<file path="src/rtl/e2c_pkg.sv">
`timescale 1ns / 1ps
// ----------------------------------------------------------------------------
// e2c_pkg: shared types and tables for the epoch-to-calendar converter
// Holds the controller/datapath command and status structures, the field
// widths and the calendar tables (month lengths, month keys, leap rule).
// ----------------------------------------------------------------------------
package e2c_pkg;

   // Field widths of the input and result items.
   localparam int EPOCH_W = 32;
   localparam int YEAR_W  = 12;
   localparam int MONTH_W = 4;
   localparam int MDAY_W  = 5;
   localparam int YDAY_W  = 9;
   localparam int HOUR_W  = 5;
   localparam int MIN_W   = 6;
   localparam int SEC_W   = 6;
   localparam int WDAY_W  = 3;

   // Packed result width, padded to whole bytes.
   localparam int RES_BITS = YEAR_W + MONTH_W + MDAY_W + YDAY_W + HOUR_W + MIN_W + SEC_W +
                             WDAY_W;
   localparam int RES_W    = ((RES_BITS + 7) / 8) * 8;

   // Width of the remainder once whole years are gone (below 366 days of seconds).
   localparam int SOY_W   = 25;

   localparam logic [YEAR_W-1:0]  FIRST_YEAR      = 12'd1970;
   localparam logic [EPOCH_W-1:0] SECS_YEAR_PLAIN = 32'd31536000;
   localparam logic [EPOCH_W-1:0] SECS_YEAR_LEAP  = 32'd31622400;
   localparam logic [16:0]        SECS_PER_DAY    = 17'd86400;
   localparam logic [16:0]        SECS_PER_HOUR   = 17'd3600;
   localparam logic [16:0]        SECS_PER_MIN    = 17'd60;

   // Reciprocals for the quotients. The dividend is first shifted right by
   // the power of two in the divisor (7, 4 and 2 bits), then multiplied and
   // shifted right by 28, 20 and 14 bits. Each is exact over its range.
   localparam logic [18:0] DAY_RECIP  = 19'd397683;  // 2^28 / 675, rounded up
   localparam logic [12:0] HOUR_RECIP = 13'd4661;    // 2^20 / 225, rounded up
   localparam logic [10:0] MIN_RECIP  = 11'd1093;    // 2^14 / 15, rounded up

   localparam logic [MONTH_W-1:0] FEBRUARY = 4'd1;

   typedef enum logic [2:0] {
      OP_NONE,
      OP_LOAD,
      OP_YEAR,
      OP_QUOT,
      OP_REM,
      OP_MSTART,
      OP_MONTH,
      OP_WDAY
   } op_type;

   typedef enum logic [1:0] {
      SEL_DAY,
      SEL_HOUR,
      SEL_MIN
   } sel_type;

   typedef struct packed {
      op_type              op;
      sel_type             sel;
   } cmd_type;

   typedef struct packed {
      logic year_fit;
      logic month_fit;
   } sts_type;

   // Gregorian leap rule. Years stay within 1970..2106, where the only
   // centuries are 2000 (a leap year, multiple of 400) and 2100 (not leap).
   function automatic logic is_leap(input logic [YEAR_W-1:0] y);
      return (y[1:0] == 2'b00) && (y != 12'd2100);
   endfunction

   function automatic logic [MDAY_W-1:0] month_len(input logic [MONTH_W-1:0] m);
      logic [MDAY_W-1:0] len;
      case (m)
         4'd1:                    len = 5'd28;
         4'd3, 4'd5, 4'd8, 4'd10: len = 5'd30;
         default:                 len = 5'd31;
      endcase
      return len;
   endfunction

   function automatic logic [2:0] month_key(input logic [MONTH_W-1:0] m);
      logic [2:0] key;
      case (m)
         4'd0:       key = 3'd1;
         4'd1, 4'd2: key = 3'd4;
         4'd3, 4'd6: key = 3'd0;
         4'd4:       key = 3'd2;
         4'd5:       key = 3'd5;
         4'd7:       key = 3'd3;
         4'd8:       key = 3'd6;
         4'd9:       key = 3'd1;
         4'd10:      key = 3'd4;
         default:    key = 3'd6;
      endcase
      return key;
   endfunction

   // Remainder modulo 7 of a key value, by five compare-and-subtract steps.
   function automatic logic [2:0] mod7(input logic [7:0] v);
      logic [7:0] r;
      r = v;
      for (int k = 4; k >= 0; k--) begin
         if (r >= (8'd7 << k)) begin
            r = r - (8'd7 << k);
         end
      end
      return r[2:0];
   endfunction

endpackage

</file>
<file path="src/rtl/e2c_ctrl.sv">
`timescale 1ns / 1ps
// ----------------------------------------------------------------------------
// e2c_ctrl: conversion sequencer
// Steps the datapath through the year loop, the day, hour and minute
// divisions, the month walk and the weekday sum, then hands the result over.
// ----------------------------------------------------------------------------
module e2c_ctrl (
   input  logic              clock,
   input  logic              reset,
   input  logic              req_tvalid,
   output logic              req_tready,
   input  e2c_pkg::sts_type  sts,
   input  logic              out_free,
   output e2c_pkg::cmd_type  cmd,
   output logic              emit
);
   import e2c_pkg::*;

   typedef enum logic [2:0] {
      S_IDLE,
      S_YEAR,
      S_QUOT,
      S_REM,
      S_MSTART,
      S_MONTH,
      S_WDAY,
      S_DONE
   } state_type;

   state_type          state_ff, state_in;
   sel_type            sel_ff, sel_in;

   // Commands for the current state.
   always_comb begin
      state_in   = state_ff;
      sel_in     = sel_ff;
      cmd.op     = OP_NONE;
      cmd.sel    = sel_ff;
      req_tready = 1'b0;
      emit       = 1'b0;
      unique case (state_ff)
         S_IDLE: begin
            req_tready = 1'b1;
            if (req_tvalid) begin
               cmd.op   = OP_LOAD;
               state_in = S_YEAR;
            end
         end
         S_YEAR: begin
            if (sts.year_fit) begin
               sel_in   = SEL_DAY;
               state_in = S_QUOT;
            end else begin
               cmd.op = OP_YEAR;
            end
         end
         // Each division takes a quotient state and a remainder state.
         S_QUOT: begin
            cmd.op   = OP_QUOT;
            state_in = S_REM;
         end
         S_REM: begin
            cmd.op = OP_REM;
            unique case (sel_ff)
               SEL_DAY: begin
                  sel_in   = SEL_HOUR;
                  state_in = S_QUOT;
               end
               SEL_HOUR: begin
                  sel_in   = SEL_MIN;
                  state_in = S_QUOT;
               end
               default: begin
                  state_in = S_MSTART;
               end
            endcase
         end
         S_MSTART: begin
            cmd.op   = OP_MSTART;
            state_in = S_MONTH;
         end
         S_MONTH: begin
            if (sts.month_fit) begin
               state_in = S_WDAY;
            end else begin
               cmd.op = OP_MONTH;
            end
         end
         S_WDAY: begin
            cmd.op   = OP_WDAY;
            state_in = S_DONE;
         end
         S_DONE: begin
            if (out_free) begin
               emit     = 1'b1;
               state_in = S_IDLE;
            end
         end
         default: begin
            state_in = S_IDLE;
         end
      endcase
   end

   // State and division selector registers.
   always_ff @(posedge clock) begin
      if (reset) begin
         state_ff <= S_IDLE;
         sel_ff   <= SEL_DAY;
      end else begin
         state_ff <= state_in;
         sel_ff   <= sel_in;
      end
   end

endmodule

</file>
<file path="src/rtl/e2c_dpath.sv">
`timescale 1ns / 1ps
// ----------------------------------------------------------------------------
// e2c_dpath: conversion datapath
// Holds the remaining seconds, the year, the quotients found by reciprocal
// multiplication, the month walk registers and the weekday key value.
// ----------------------------------------------------------------------------
module e2c_dpath (
   input  logic                            clock,
   input  logic                            reset,
   input  e2c_pkg::cmd_type                cmd,
   input  logic [e2c_pkg::EPOCH_W-1:0]     epoch_seconds,
   output e2c_pkg::sts_type                sts,
   output logic [e2c_pkg::RES_W-1:0]       result
);
   import e2c_pkg::*;

   logic [EPOCH_W-1:0] rem_ff;
   logic [YEAR_W-1:0]  year_ff;
   logic [YDAY_W-1:0]  days_ff;
   logic [HOUR_W-1:0]  hour_ff;
   logic [MIN_W-1:0]   minute_ff;
   logic [YDAY_W-1:0]  yday_ff;
   logic [YDAY_W-1:0]  left_ff;
   logic [MONTH_W-1:0] month_ff;
   logic [7:0]         key_ff;

   logic               leap;
   logic [EPOCH_W-1:0] year_secs;
   logic [36:0]        day_prod;
   logic [24:0]        hour_prod;
   logic [19:0]        min_prod;
   logic [SOY_W-1:0]   rem_sub;
   logic [YDAY_W-1:0]  mlen;
   logic [6:0]         yy;
   logic [2:0]         century_key;
   logic [7:0]         key_sum;
   logic [2:0]         key_mod;
   logic [WDAY_W-1:0]  weekday;

   // Year length, month length and the loop exit tests.
   always_comb begin
      leap      = is_leap(year_ff);
      year_secs = leap ? SECS_YEAR_LEAP : SECS_YEAR_PLAIN;
      mlen      = YDAY_W'(month_len(month_ff)) +
                  YDAY_W'((month_ff == FEBRUARY) && leap);
      sts.year_fit  = rem_ff < year_secs;
      sts.month_fit = left_ff <= mlen;
   end

   // Quotients by reciprocal multiplication, and the amount that each
   // stored quotient takes off the remaining seconds.
   always_comb begin
      day_prod  = 37'(rem_ff[SOY_W-1:7]) * 37'(DAY_RECIP);
      hour_prod = 25'(rem_ff[16:4]) * 25'(HOUR_RECIP);
      min_prod  = 20'(rem_ff[11:2]) * 20'(MIN_RECIP);
      case (cmd.sel)
         SEL_DAY:  rem_sub = SOY_W'(days_ff) * SOY_W'(SECS_PER_DAY);
         SEL_HOUR: rem_sub = SOY_W'(hour_ff) * SOY_W'(SECS_PER_HOUR);
         default:  rem_sub = SOY_W'(minute_ff) * SOY_W'(SECS_PER_MIN);
      endcase
   end

   // Key value of the weekday: year within the century and the century code.
   always_comb begin
      if (year_ff < 12'd2000) begin
         yy          = 7'(year_ff - 12'd1900);
         century_key = 3'd0;
      end else if (year_ff < 12'd2100) begin
         yy          = 7'(year_ff - 12'd2000);
         century_key = 3'd6;
      end else begin
         yy          = 7'(year_ff - 12'd2100);
         century_key = 3'd4;
      end
      key_sum = 8'(yy[6:2]) + 8'(left_ff[MDAY_W-1:0]) + 8'(month_key(month_ff)) +
                8'(century_key) + 8'(yy) - 8'(leap && (month_ff <= FEBRUARY));
   end

   // Datapath registers, updated by the command of the sequencer.
   always_ff @(posedge clock) begin
      case (cmd.op)
         OP_LOAD: begin
            rem_ff    <= epoch_seconds;
            year_ff   <= FIRST_YEAR;
            days_ff   <= '0;
            hour_ff   <= '0;
            minute_ff <= '0;
         end
         OP_YEAR: begin
            rem_ff  <= rem_ff - year_secs;
            year_ff <= year_ff + 1'b1;
         end
         OP_QUOT: begin
            case (cmd.sel)
               SEL_DAY:  days_ff   <= day_prod[36:28];
               SEL_HOUR: hour_ff   <= hour_prod[24:20];
               default:  minute_ff <= min_prod[19:14];
            endcase
         end
         OP_REM: begin
            rem_ff <= rem_ff - EPOCH_W'(rem_sub);
         end
         OP_MSTART: begin
            yday_ff  <= days_ff + 1'b1;
            left_ff  <= days_ff + 1'b1;
            month_ff <= '0;
         end
         OP_MONTH: begin
            left_ff  <= left_ff - mlen;
            month_ff <= month_ff + 1'b1;
         end
         OP_WDAY: begin
            key_ff <= key_sum;
         end
         default: begin
         end
      endcase
   end

   // Key value 1 is Sunday and 0 is Saturday.
   always_comb begin
      key_mod = mod7(key_ff);
      weekday = (key_mod != 3'd0) ? (key_mod - 3'd1) : 3'd6;
   end

   // Result packed from the lowest bit up.
   assign result = RES_W'({weekday, rem_ff[SEC_W-1:0], minute_ff, hour_ff, yday_ff,
                           left_ff[MDAY_W-1:0], month_ff, year_ff});

   property p_year_bound;
      @(posedge clock) disable iff (reset)
         (cmd.op == OP_YEAR) |=> (year_ff <= 12'd2106);
   endproperty
   a_year_bound: assert property (p_year_bound)
      else $error("Year count ran past the end of the 32-bit range.");

   property p_div_narrow;
      @(posedge clock) disable iff (reset)
         ((cmd.op == OP_QUOT) || (cmd.op == OP_REM)) |-> (rem_ff[EPOCH_W-1:SOY_W] == '0);
   endproperty
   a_div_narrow: assert property (p_div_narrow)
      else $error("Division started before whole years were removed.");

   property p_month_bound;
      @(posedge clock) disable iff (reset)
         (cmd.op == OP_MONTH) |-> (month_ff < 4'd11);
   endproperty
   a_month_bound: assert property (p_month_bound)
      else $error("Month walk went beyond December.");

   property p_sec_range;
      @(posedge clock) disable iff (reset)
         (cmd.op == OP_WDAY) |-> (rem_ff < 32'd60) && (hour_ff < 5'd24) &&
                                 (minute_ff < 6'd60);
   endproperty
   a_sec_range: assert property (p_sec_range)
      else $error("Time of day out of range after the divisions.");

endmodule

</file>
<file path="src/rtl/epoch_seconds_to_calendar.sv">
`timescale 1ns / 1ps
// ----------------------------------------------------------------------------
// epoch_seconds_to_calendar: seconds since 1970 to calendar date and time
// Converts an unsigned 32-bit count of seconds since 1970-01-01 00:00:00
// into year, month, day, day of year, hour, minute, second and weekday.
// ----------------------------------------------------------------------------
// Usage:
//   The req_ channel takes one item, the 32-bit epoch count, on req_tdata.
//   The rsp_ channel returns one item per input item with every calendar
//   field packed into rsp_tdata.
//   After the item is taken the sequencer finds the year in a loop, then runs
//   the day, hour and minute divisions (a quotient and a remainder step each,
//   by reciprocal multiplication), starts the month walk, walks the months,
//   forms the weekday and hands the result over.
//   The year loop, one year subtracted per cycle, sets most of the conversion time.
//   One item is converted at a time; req_tready is high only while the
//   sequencer is idle, so no new item is taken before the last is through.
//   The result sits in an output register, so a new item is taken while the
//   previous result still waits on a stalled receiver. A finished conversion
//   waits for that register to free before it is handed over.
//   Reset clears the sequencer and the output valid; nothing else needs it.
// ----------------------------------------------------------------------------
module epoch_seconds_to_calendar (
   input  logic                          clock,
   input  logic                          reset,
   input  logic                          req_tvalid,
   output logic                          req_tready,
   // epoch_seconds [31:0]
   input  logic [e2c_pkg::EPOCH_W-1:0]   req_tdata,
   output logic                          rsp_tvalid,
   input  logic                          rsp_tready,
   // year [11:0], month [15:12], day_of_month [20:16], day_of_year [29:21],
   // hour [34:30], minute [40:35], second [46:41], weekday [49:47], zeros above
   output logic [e2c_pkg::RES_W-1:0]     rsp_tdata
);
   import e2c_pkg::*;

   cmd_type           cmd;
   sts_type           sts;
   logic              emit;
   logic              out_free;
   logic [RES_W-1:0]  result;
   logic              rsp_tvalid_ff;
   logic [RES_W-1:0]  rsp_tdata_ff;

   // The output register is free when empty or being taken this cycle.
   assign out_free = !rsp_tvalid_ff || rsp_tready;

   e2c_ctrl u_ctrl (
      .clock      (clock),
      .reset      (reset),
      .req_tvalid (req_tvalid),
      .req_tready (req_tready),
      .sts        (sts),
      .out_free   (out_free),
      .cmd        (cmd),
      .emit       (emit)
   );

   e2c_dpath u_dpath (
      .clock         (clock),
      .reset         (reset),
      .cmd           (cmd),
      .epoch_seconds (req_tdata),
      .sts           (sts),
      .result        (result)
   );

   // Output valid flag.
   always_ff @(posedge clock) begin
      if (reset) begin
         rsp_tvalid_ff <= 1'b0;
      end else if (emit) begin
         rsp_tvalid_ff <= 1'b1;
      end else if (rsp_tready) begin
         rsp_tvalid_ff <= 1'b0;
      end
   end

   // Output payload.
   always_ff @(posedge clock) begin
      if (emit) begin
         rsp_tdata_ff <= result;
      end
   end

   assign rsp_tvalid = rsp_tvalid_ff;
   assign rsp_tdata  = rsp_tdata_ff;

endmodule

</file>
<file path="config.mk">
export PLATFORM = sky130hd
export DESIGN_NAME = epoch_seconds_to_calendar
export DESIGN_NICKNAME = d
export VERILOG_FILES = /design/src/rtl/e2c_pkg.sv /design/src/rtl/e2c_ctrl.sv /design/src/rtl/e2c_dpath.sv /design/src/rtl/epoch_seconds_to_calendar.sv
export SDC_FILE = /design/constraint.sdc
export NUM_CORES = 1
export LEC_CHECK = 0
export BUFFER_PORTS_ARGS = -buffer_cell sky130_fd_sc_hd__buf_2
export CAP_MARGIN = 10
export CORE_MARGIN = 4
export CORE_UTILIZATION = 28
export CTS_CLUSTER_SIZE = 12
export DETAILED_ROUTE_END_ITERATION = 10
export PLACE_DENSITY = 0.46
export SETUP_SLACK_MARGIN = 0.15
export SYNTH_ARGS = -nofsm -noshare
export SYNTH_HDL_FRONTEND = slang
export SYNTH_SLANG_ARGS = --single-unit
</file>
<file path="constraint.sdc">
create_clock -name clock -period 9.45 [get_ports clock]
set_input_delay 1.89 -clock clock [delete_from_list [all_inputs] [get_ports clock]]
set_output_delay 1.89 -clock clock [all_outputs]
set_load 0.02 [all_outputs]
</file>
Word-level counts from Yosys, hierarchy flattened
Memories as Yosys holds them, arrays and structs flattened. A register that Yosys moved wholly into a read port is not among the register bits. Cells that the tools add are included.

Bits of input ports: 36. Memories kept: 1. Output and inout bits: 58. Bits in registers: 150. Logic and storage cells: 144. Memory bits (read-only): 48.

Memories: (no name shown) (words 16, bits a word 3, rd ports 1, clocked after memory_dff 1, wr ports 0, line e2c_pkg.sv:89) `case (m)`.

Add/sub/neg operators: 21. Multiply operators: 6. Eq/ne operators: 29. Magnitude comparators: 10. Multiplexer cells: 41. Reductions and logical operators: 22.

Operator list (number): $pmux W32 S3 (1); $pmux W25 S2 (1); $mul A18 B19 Y37 const B (1); $pmux W9 S2 (2); $lt A32 B32 Y1 (1); $mux W8 (4); $sub A32 B25 Y32 (1); $sub A32 B32 Y32 (1); $mul A13 B13 Y25 const B (1); $eq A3 B3 Y1 const B (8); $mux W3 (8); $pmux W12 S2 (1); $pmux W3 S8 (1); $pmux W3 S7 (1); $mul A10 B11 Y20 const B (1); $mul A9 B10 Y18 const B (1); $mux W18 (1); $add A8 B3 Y8 (2); $mux W7 (2); $ne A2 B2 Y1 const B (7); $sub A7 B7 Y7 const B (2); $mul A5 B8 Y13 const B (1); $add A12 B1 Y12 const B (1); $eq A3 B2 Y1 const B (4); 54 further kinds (75).

Longest topological paths before layout
Depth in word-level cells: 11. Depth in mapped cells: 28. Mapped depth without buffers: 27.

Cells and area by module
Synthesis repeated with hierarchy kept, for this count alone.

Cells, all modules: 2033. Area, all modules: 20702.4 µm².

Modules (own cells, without submodules): e2c_dpath (cells an instance 1933, area each 18644.1 µm², instances 1, sequential area each 2882.8 µm²); epoch_seconds_to_calendar (cells an instance 60, area each 1727.9 µm², instances 1, sequential area each 1701.6 µm²); e2c_ctrl (cells an instance 40, area each 330.3 µm², instances 1, sequential area each 100.1 µm²).

Worst setup path before layout
Ideal clock, no wire load.

Path kind: register to register. Start: register u_dpath.rem_ff[22]. End: register u_dpath.days_ff[3] (data pin). Stages on the path, launching flop included: 21. Setup time: 0.266 ns. Clock period less this slack: 6.058 ns. Arrival: 5.792 ns. Path slack: 3.392 ns. Required time: 9.184 ns. Buffers on the path: 0. Path through: edfxtp_1 -> fa_1 -> inv_1 -> fa_1 -> fa_1 -> inv_1 -> fa_1 -> fa_1 -> fa_1 -> ha_1 -> a21o_1 -> a21o_1 -> a2111o_1 -> a21o_1 -> a31oi_1 -> nand2_1 -> or2_2 -> a21o_1 -> a21oi_1 -> xor2_1 -> nor2_1.

Cells in the longest elaborated chain, start to end: 5. Elaborated cells between the ends (all ways): 8. Those cells by class: mul: 1; order compare: 1; eq/ne: 2; mux: 4.

Ends and longest elaborated chain: start: declaration (line e2c_dpath.sv:17) `logic [EPOCH_W-1:0] rem_ff;`; start signal: assignment (line e2c_dpath.sv:83) `rem_ff <= epoch_seconds;`; start signal: assignment (line e2c_dpath.sv:90) `rem_ff <= rem_ff - year_secs;`; start signal: assignment (line e2c_dpath.sv:101) `rem_ff <= rem_ff - EPOCH_W'(rem_sub);`; branches (longest 4 deep; another with $mul A18 B19 Y37); $pmux W9 S2 (*) (line e2c_dpath.sv:81) `case (cmd.op)`; end signal: assignment (line e2c_dpath.sv:95) `SEL_DAY: days_ff <= day_prod[36:28];`; end: declaration (line e2c_dpath.sv:19) `logic [YDAY_W-1:0] days_ff;`.

Mark *: on every way between the ends. The select of a mux whose other input is x is not followed. A chain may end at the register's enable or synchronous reset.

Worst setup path after layout
Start: register u_dpath.rem_ff[14]. End: register u_dpath.days_ff[8] (data pin).

The elaborated chain is that of the path after synthesis.

==> metrics.md <==
| Metric | Value |
|---|---|
| Crit path max fanout | 12 |
| CP cell instances | inv_1 -> ha_1 -> inv_1 -> fa_1 -> inv_1 -> fa_1 -> fa_1 -> inv_1 -> fa_1 -> fa_1 -> ha_1 -> a21o_1 -> a21o_1 -> a2111oi_0 -> o211ai_1 -> o211ai_1 -> nand4_1 -> a311oi_1 -> inv_1 -> a21oi_1 -> xnor2_1 -> nor2_1 |
| Setup CP Type | reg -> reg |
| Worst-margin pin slew | about 0.94 ns |
| Initial core utilization | 28.4% |
| Fin crit share | 73.5% |
| Final core utilization | 31.5% |
| Initial DRT Pass Iterations | 5 |
| Routed vias/inst | 4.71 |
| Worst-Skew Late Latency | 0.46 ns |
| Total track usage | 13.9% |
| Detailed-route wire length per cell | 17.2 um |
| Synthesis warning total | 0 |
| Antenna Nets Post-Route | 0 |
| Antenna diode count | 0 |
| Clk sinks | 153 |
| Layout Nets | 2,774 |
| Grt total ovfl | 0 |
| Core footprint | 0.0720 mm2 |
| Die width | 278 um |
| Synth Area in Adders | 43.8% |
| Worst setup SP type | flop |
| Sequential share of the synthesized area | 22.0% |
| Mux cell area share after synthesis | between 1 and 1.5% |
| Simple-gate area share of the yosys netlist | 8.96% |
| Top delay family on crit path | adder cells |
| H-Tree Depth | 4 |
| Residual DRC | 0 |
| Setup TNS | 0 ns |
| Worst Setup End Kind | flop |
| Largest family of logic cells by synthesized area | adder cells |
| Worst Skew | 0.0199 ns |
| Synth unique cells | 88 |
| Largest net degree at the start of global routing | 36 |
| First-pass GRT wire length | about 85,000 um |
| Initial antenna violation count | 0 |
| Fin crit period | 6.95 ns |
| XOR/XNOR share of the synthesized area | 5.31% |
| Outcome | completed |
| Post-synthesis area per instance | 10.1 um2 |
| Drt first-iter violations | approximately 730 |
| CTS Buf Count | 17 |
| Die Y | 278 um |
| Worst path arrival time | 7.11 ns |
| Min-delay worst type | reg -> reg |
| Routability cong. | 0.867 |
| CP Buf/Inv Count | 5 |
| Post-DP Area | 0.0221 mm2 |
| RSZ-0062 raised after global routing | false |
| Setup bufs post-CTS | 0 |
| HPWL after DPL | 44,000 um |
| Final slew viol count | 0 |
| Crit-path slowest cell | edfxtp_1 |
| Critical Path RT | 9.61 ns |
| Top_reg_cell synth | edfxtp_1 |
| CTS tree | built |
| Setup-failing EPs final | 0 |
| Clock transition at path regs | 0.07 ns |
| FP Rows | 98 |
| Overall via count from detail_route | 14.5k |
| Fraction of layout cells with a size suffix above 1 | 8.20% |
| Hold_buf cts | 0 |
| Max Root-Sink Buffers | 2 |
| Root Driver | clkbuf_16 |
| Final Hold Viols | 0 |
| Post-synth EDFFs | around 140 |
| Fillers | roughly 7.4k |
| Die area | ~0.077 mm2 |
| Post-Route WL | 53,200 um |
| #FFs+latches synth | approximately 150 |
| Hold WS | approximately 0.42 ns |
| IO buf count | 87 |
| Cell count after synthesis | 2,031 |
| Non-Filler Cell Area, Final | between 0.02 and 0.025 mm2 |
| Fmax | 144 MHz |
| Synthesized area | 0.0204 mm2 |
| Worst slew margin relative to its limit | 36.9% |
| Top Ports | 94 |
| P&R area growth vs syn | 10.9% |
| Vias in the first global route | 15.4k |
| Synth Area in Compound Gates | 11.2% |
| CTS resizes | 0 |
| Post-synth ARST share | 0% |
| Max-capacitance violation count | 0 |
| Delay of the slowest cell on the worst path | between 0.7 and 0.8 ns |
[stage by stage]
stage,cells,worst slack [ns]
after floorplan,2036,3.39
after global placement,3053,2.68
after detailed placement,3053,2.57
after CTS,3085,2.54
after global routing,3085,2.12
final,3085,2.50
[routing by layer]
metal	part of all wire (%)	GRT usage, %	vias up
li1	-	-	7185
met1	45	17.9	7079
met2	50	24.8	221
met3	2.9	1.70	42
met4	1.7	3.34	0
met5	0	0	-
[cells by family after synthesis]
logic type,count (synthesis)
other,1
buffers and inverters,386
multiplexers,28
XOR/XNOR,124
adder cells (fa/ha/maj),617
AND/OR/NAND/NOR,382
AO/OA/AOI/OAI,340
flip-flops,153
[state kept, by name, summed over array words and instances, names as in the netlist, 3 cells and up, named ones only]
| signal | flops |
|---|---|
| rsp_tdata | 50 |
| u_dpath.rem_ff | 32 |
| u_dpath.year_ff | 12 |
| u_dpath.days_ff | 9 |
| u_dpath.left_ff | 9 |
| u_dpath.yday_ff | 9 |
| u_dpath.key_ff | 8 |
| u_dpath.minute_ff | 6 |
| u_dpath.hour_ff | 5 |
| u_dpath.month_ff | 4 |
| u_ctrl.state_ff | 3 |
[cell usage in the layout, fill, tap and decap left out, types with 9 or more instances in the layout]
cell and count:
ha_1 450, inv_1 345, fa_1 166, edfxtp_1 144, nand2_1 109, nor2_1 95, a21oi_1 87, buf_2 87
xnor2_1 82, o21ai_0 68, a21o_1 47, xor2_1 42, nand3_1 41, nor3_1 29, buf_4 20, mux2i_1 19
nand2b_1 18, a31oi_1 17, clkbuf_16 17, nor2b_1 15, and3_1 14, o211ai_1 12, o21a_1 11, and2_1 9
nor4_1 9, o221ai_1 9, dfxtp_1 9
[cells in the mapped netlist (5+ instances only)]
| library cell | n | share of area [%] |
|---|---|---|
| a211oi_1 | 7 | 0.26 |
| a21o_1 | 47 | 1.7 |
| a21oi_1 | 87 | 2.1 |
| a22oi_1 | 8 | 0.29 |
| a31oi_1 | 17 | 0.52 |
| and2_1 | 9 | 0.28 |
| and3_1 | 14 | 0.43 |
| buf_4 | 6 | 0.22 |
| clkbuf_1 | 29 | 0.53 |
| dfxtp_1 | 9 | 0.88 |
| edfxtp_1 | 144 | 21 |
| fa_1 | 166 | 16 |
| ha_1 | 450 | 28 |
| inv_1 | 345 | 6.3 |
| mux2_2 | 8 | 0.44 |
| mux2i_1 | 19 | 0.93 |
| nand2_1 | 109 | 2.0 |
| nand2b_1 | 18 | 0.55 |
| nand3_1 | 41 | 1.0 |
| nand3b_1 | 5 | 0.18 |
| nand4_1 | 6 | 0.18 |
| nor2_1 | 97 | 1.8 |
| nor2b_1 | 15 | 0.46 |
| nor3_1 | 30 | 0.73 |
| nor3b_1 | 5 | 0.18 |
| nor4_1 | 9 | 0.28 |
| o211ai_1 | 12 | 0.44 |
| o21a_1 | 11 | 0.40 |
| o21ai_0 | 68 | 1.7 |
| o21bai_1 | 8 | 0.29 |
| o221ai_1 | 9 | 0.39 |
| o31ai_1 | 7 | 0.26 |
| or2_2 | 8 | 0.24 |
| or3_1 | 6 | 0.18 |
| xnor2_1 | 82 | 3.5 |
| xor2_1 | 42 | 1.8 |
[path summary, 6_finish.rpt]
| check | start | endpoint | slack (ns) | depth (start not counted) |
|---|---|---|---|---|
| setup / recovery | u_dpath.rem_ff[14]$_DFFE_PN_ | u_dpath.days_ff[8]$_SDFFCE_PN0P_ | 2.50 | 22 |
| hold / removal | u_dpath.yday_ff[4]$_DFFE_PP_ | rsp_tdata[25]$_DFFE_PP_ | 0.42 | 0 |
| setup reg to reg | u_dpath.rem_ff[14]$_DFFE_PN_ | u_dpath.days_ff[8]$_SDFFCE_PN0P_ | 2.50 | 22 |
| hold reg to reg | u_dpath.yday_ff[4]$_DFFE_PP_ | rsp_tdata[25]$_DFFE_PP_ | 0.42 | 0 |
[final cells by class]
type	instances	area (um2)	share of cell area, %
clock inverter	15	158	0.695
sequential	153	4500	19.9
clock buffer	17	425	1.88
timing repair buffer	107	586	2.58
multi-input combinational	1497	14500	64.0
inverter	346	1300	5.73
tap	950	1190	5.24
Power is not shown: default switching activity piles up to over one toggle a cycle in this logic, so the estimate is an artifact.
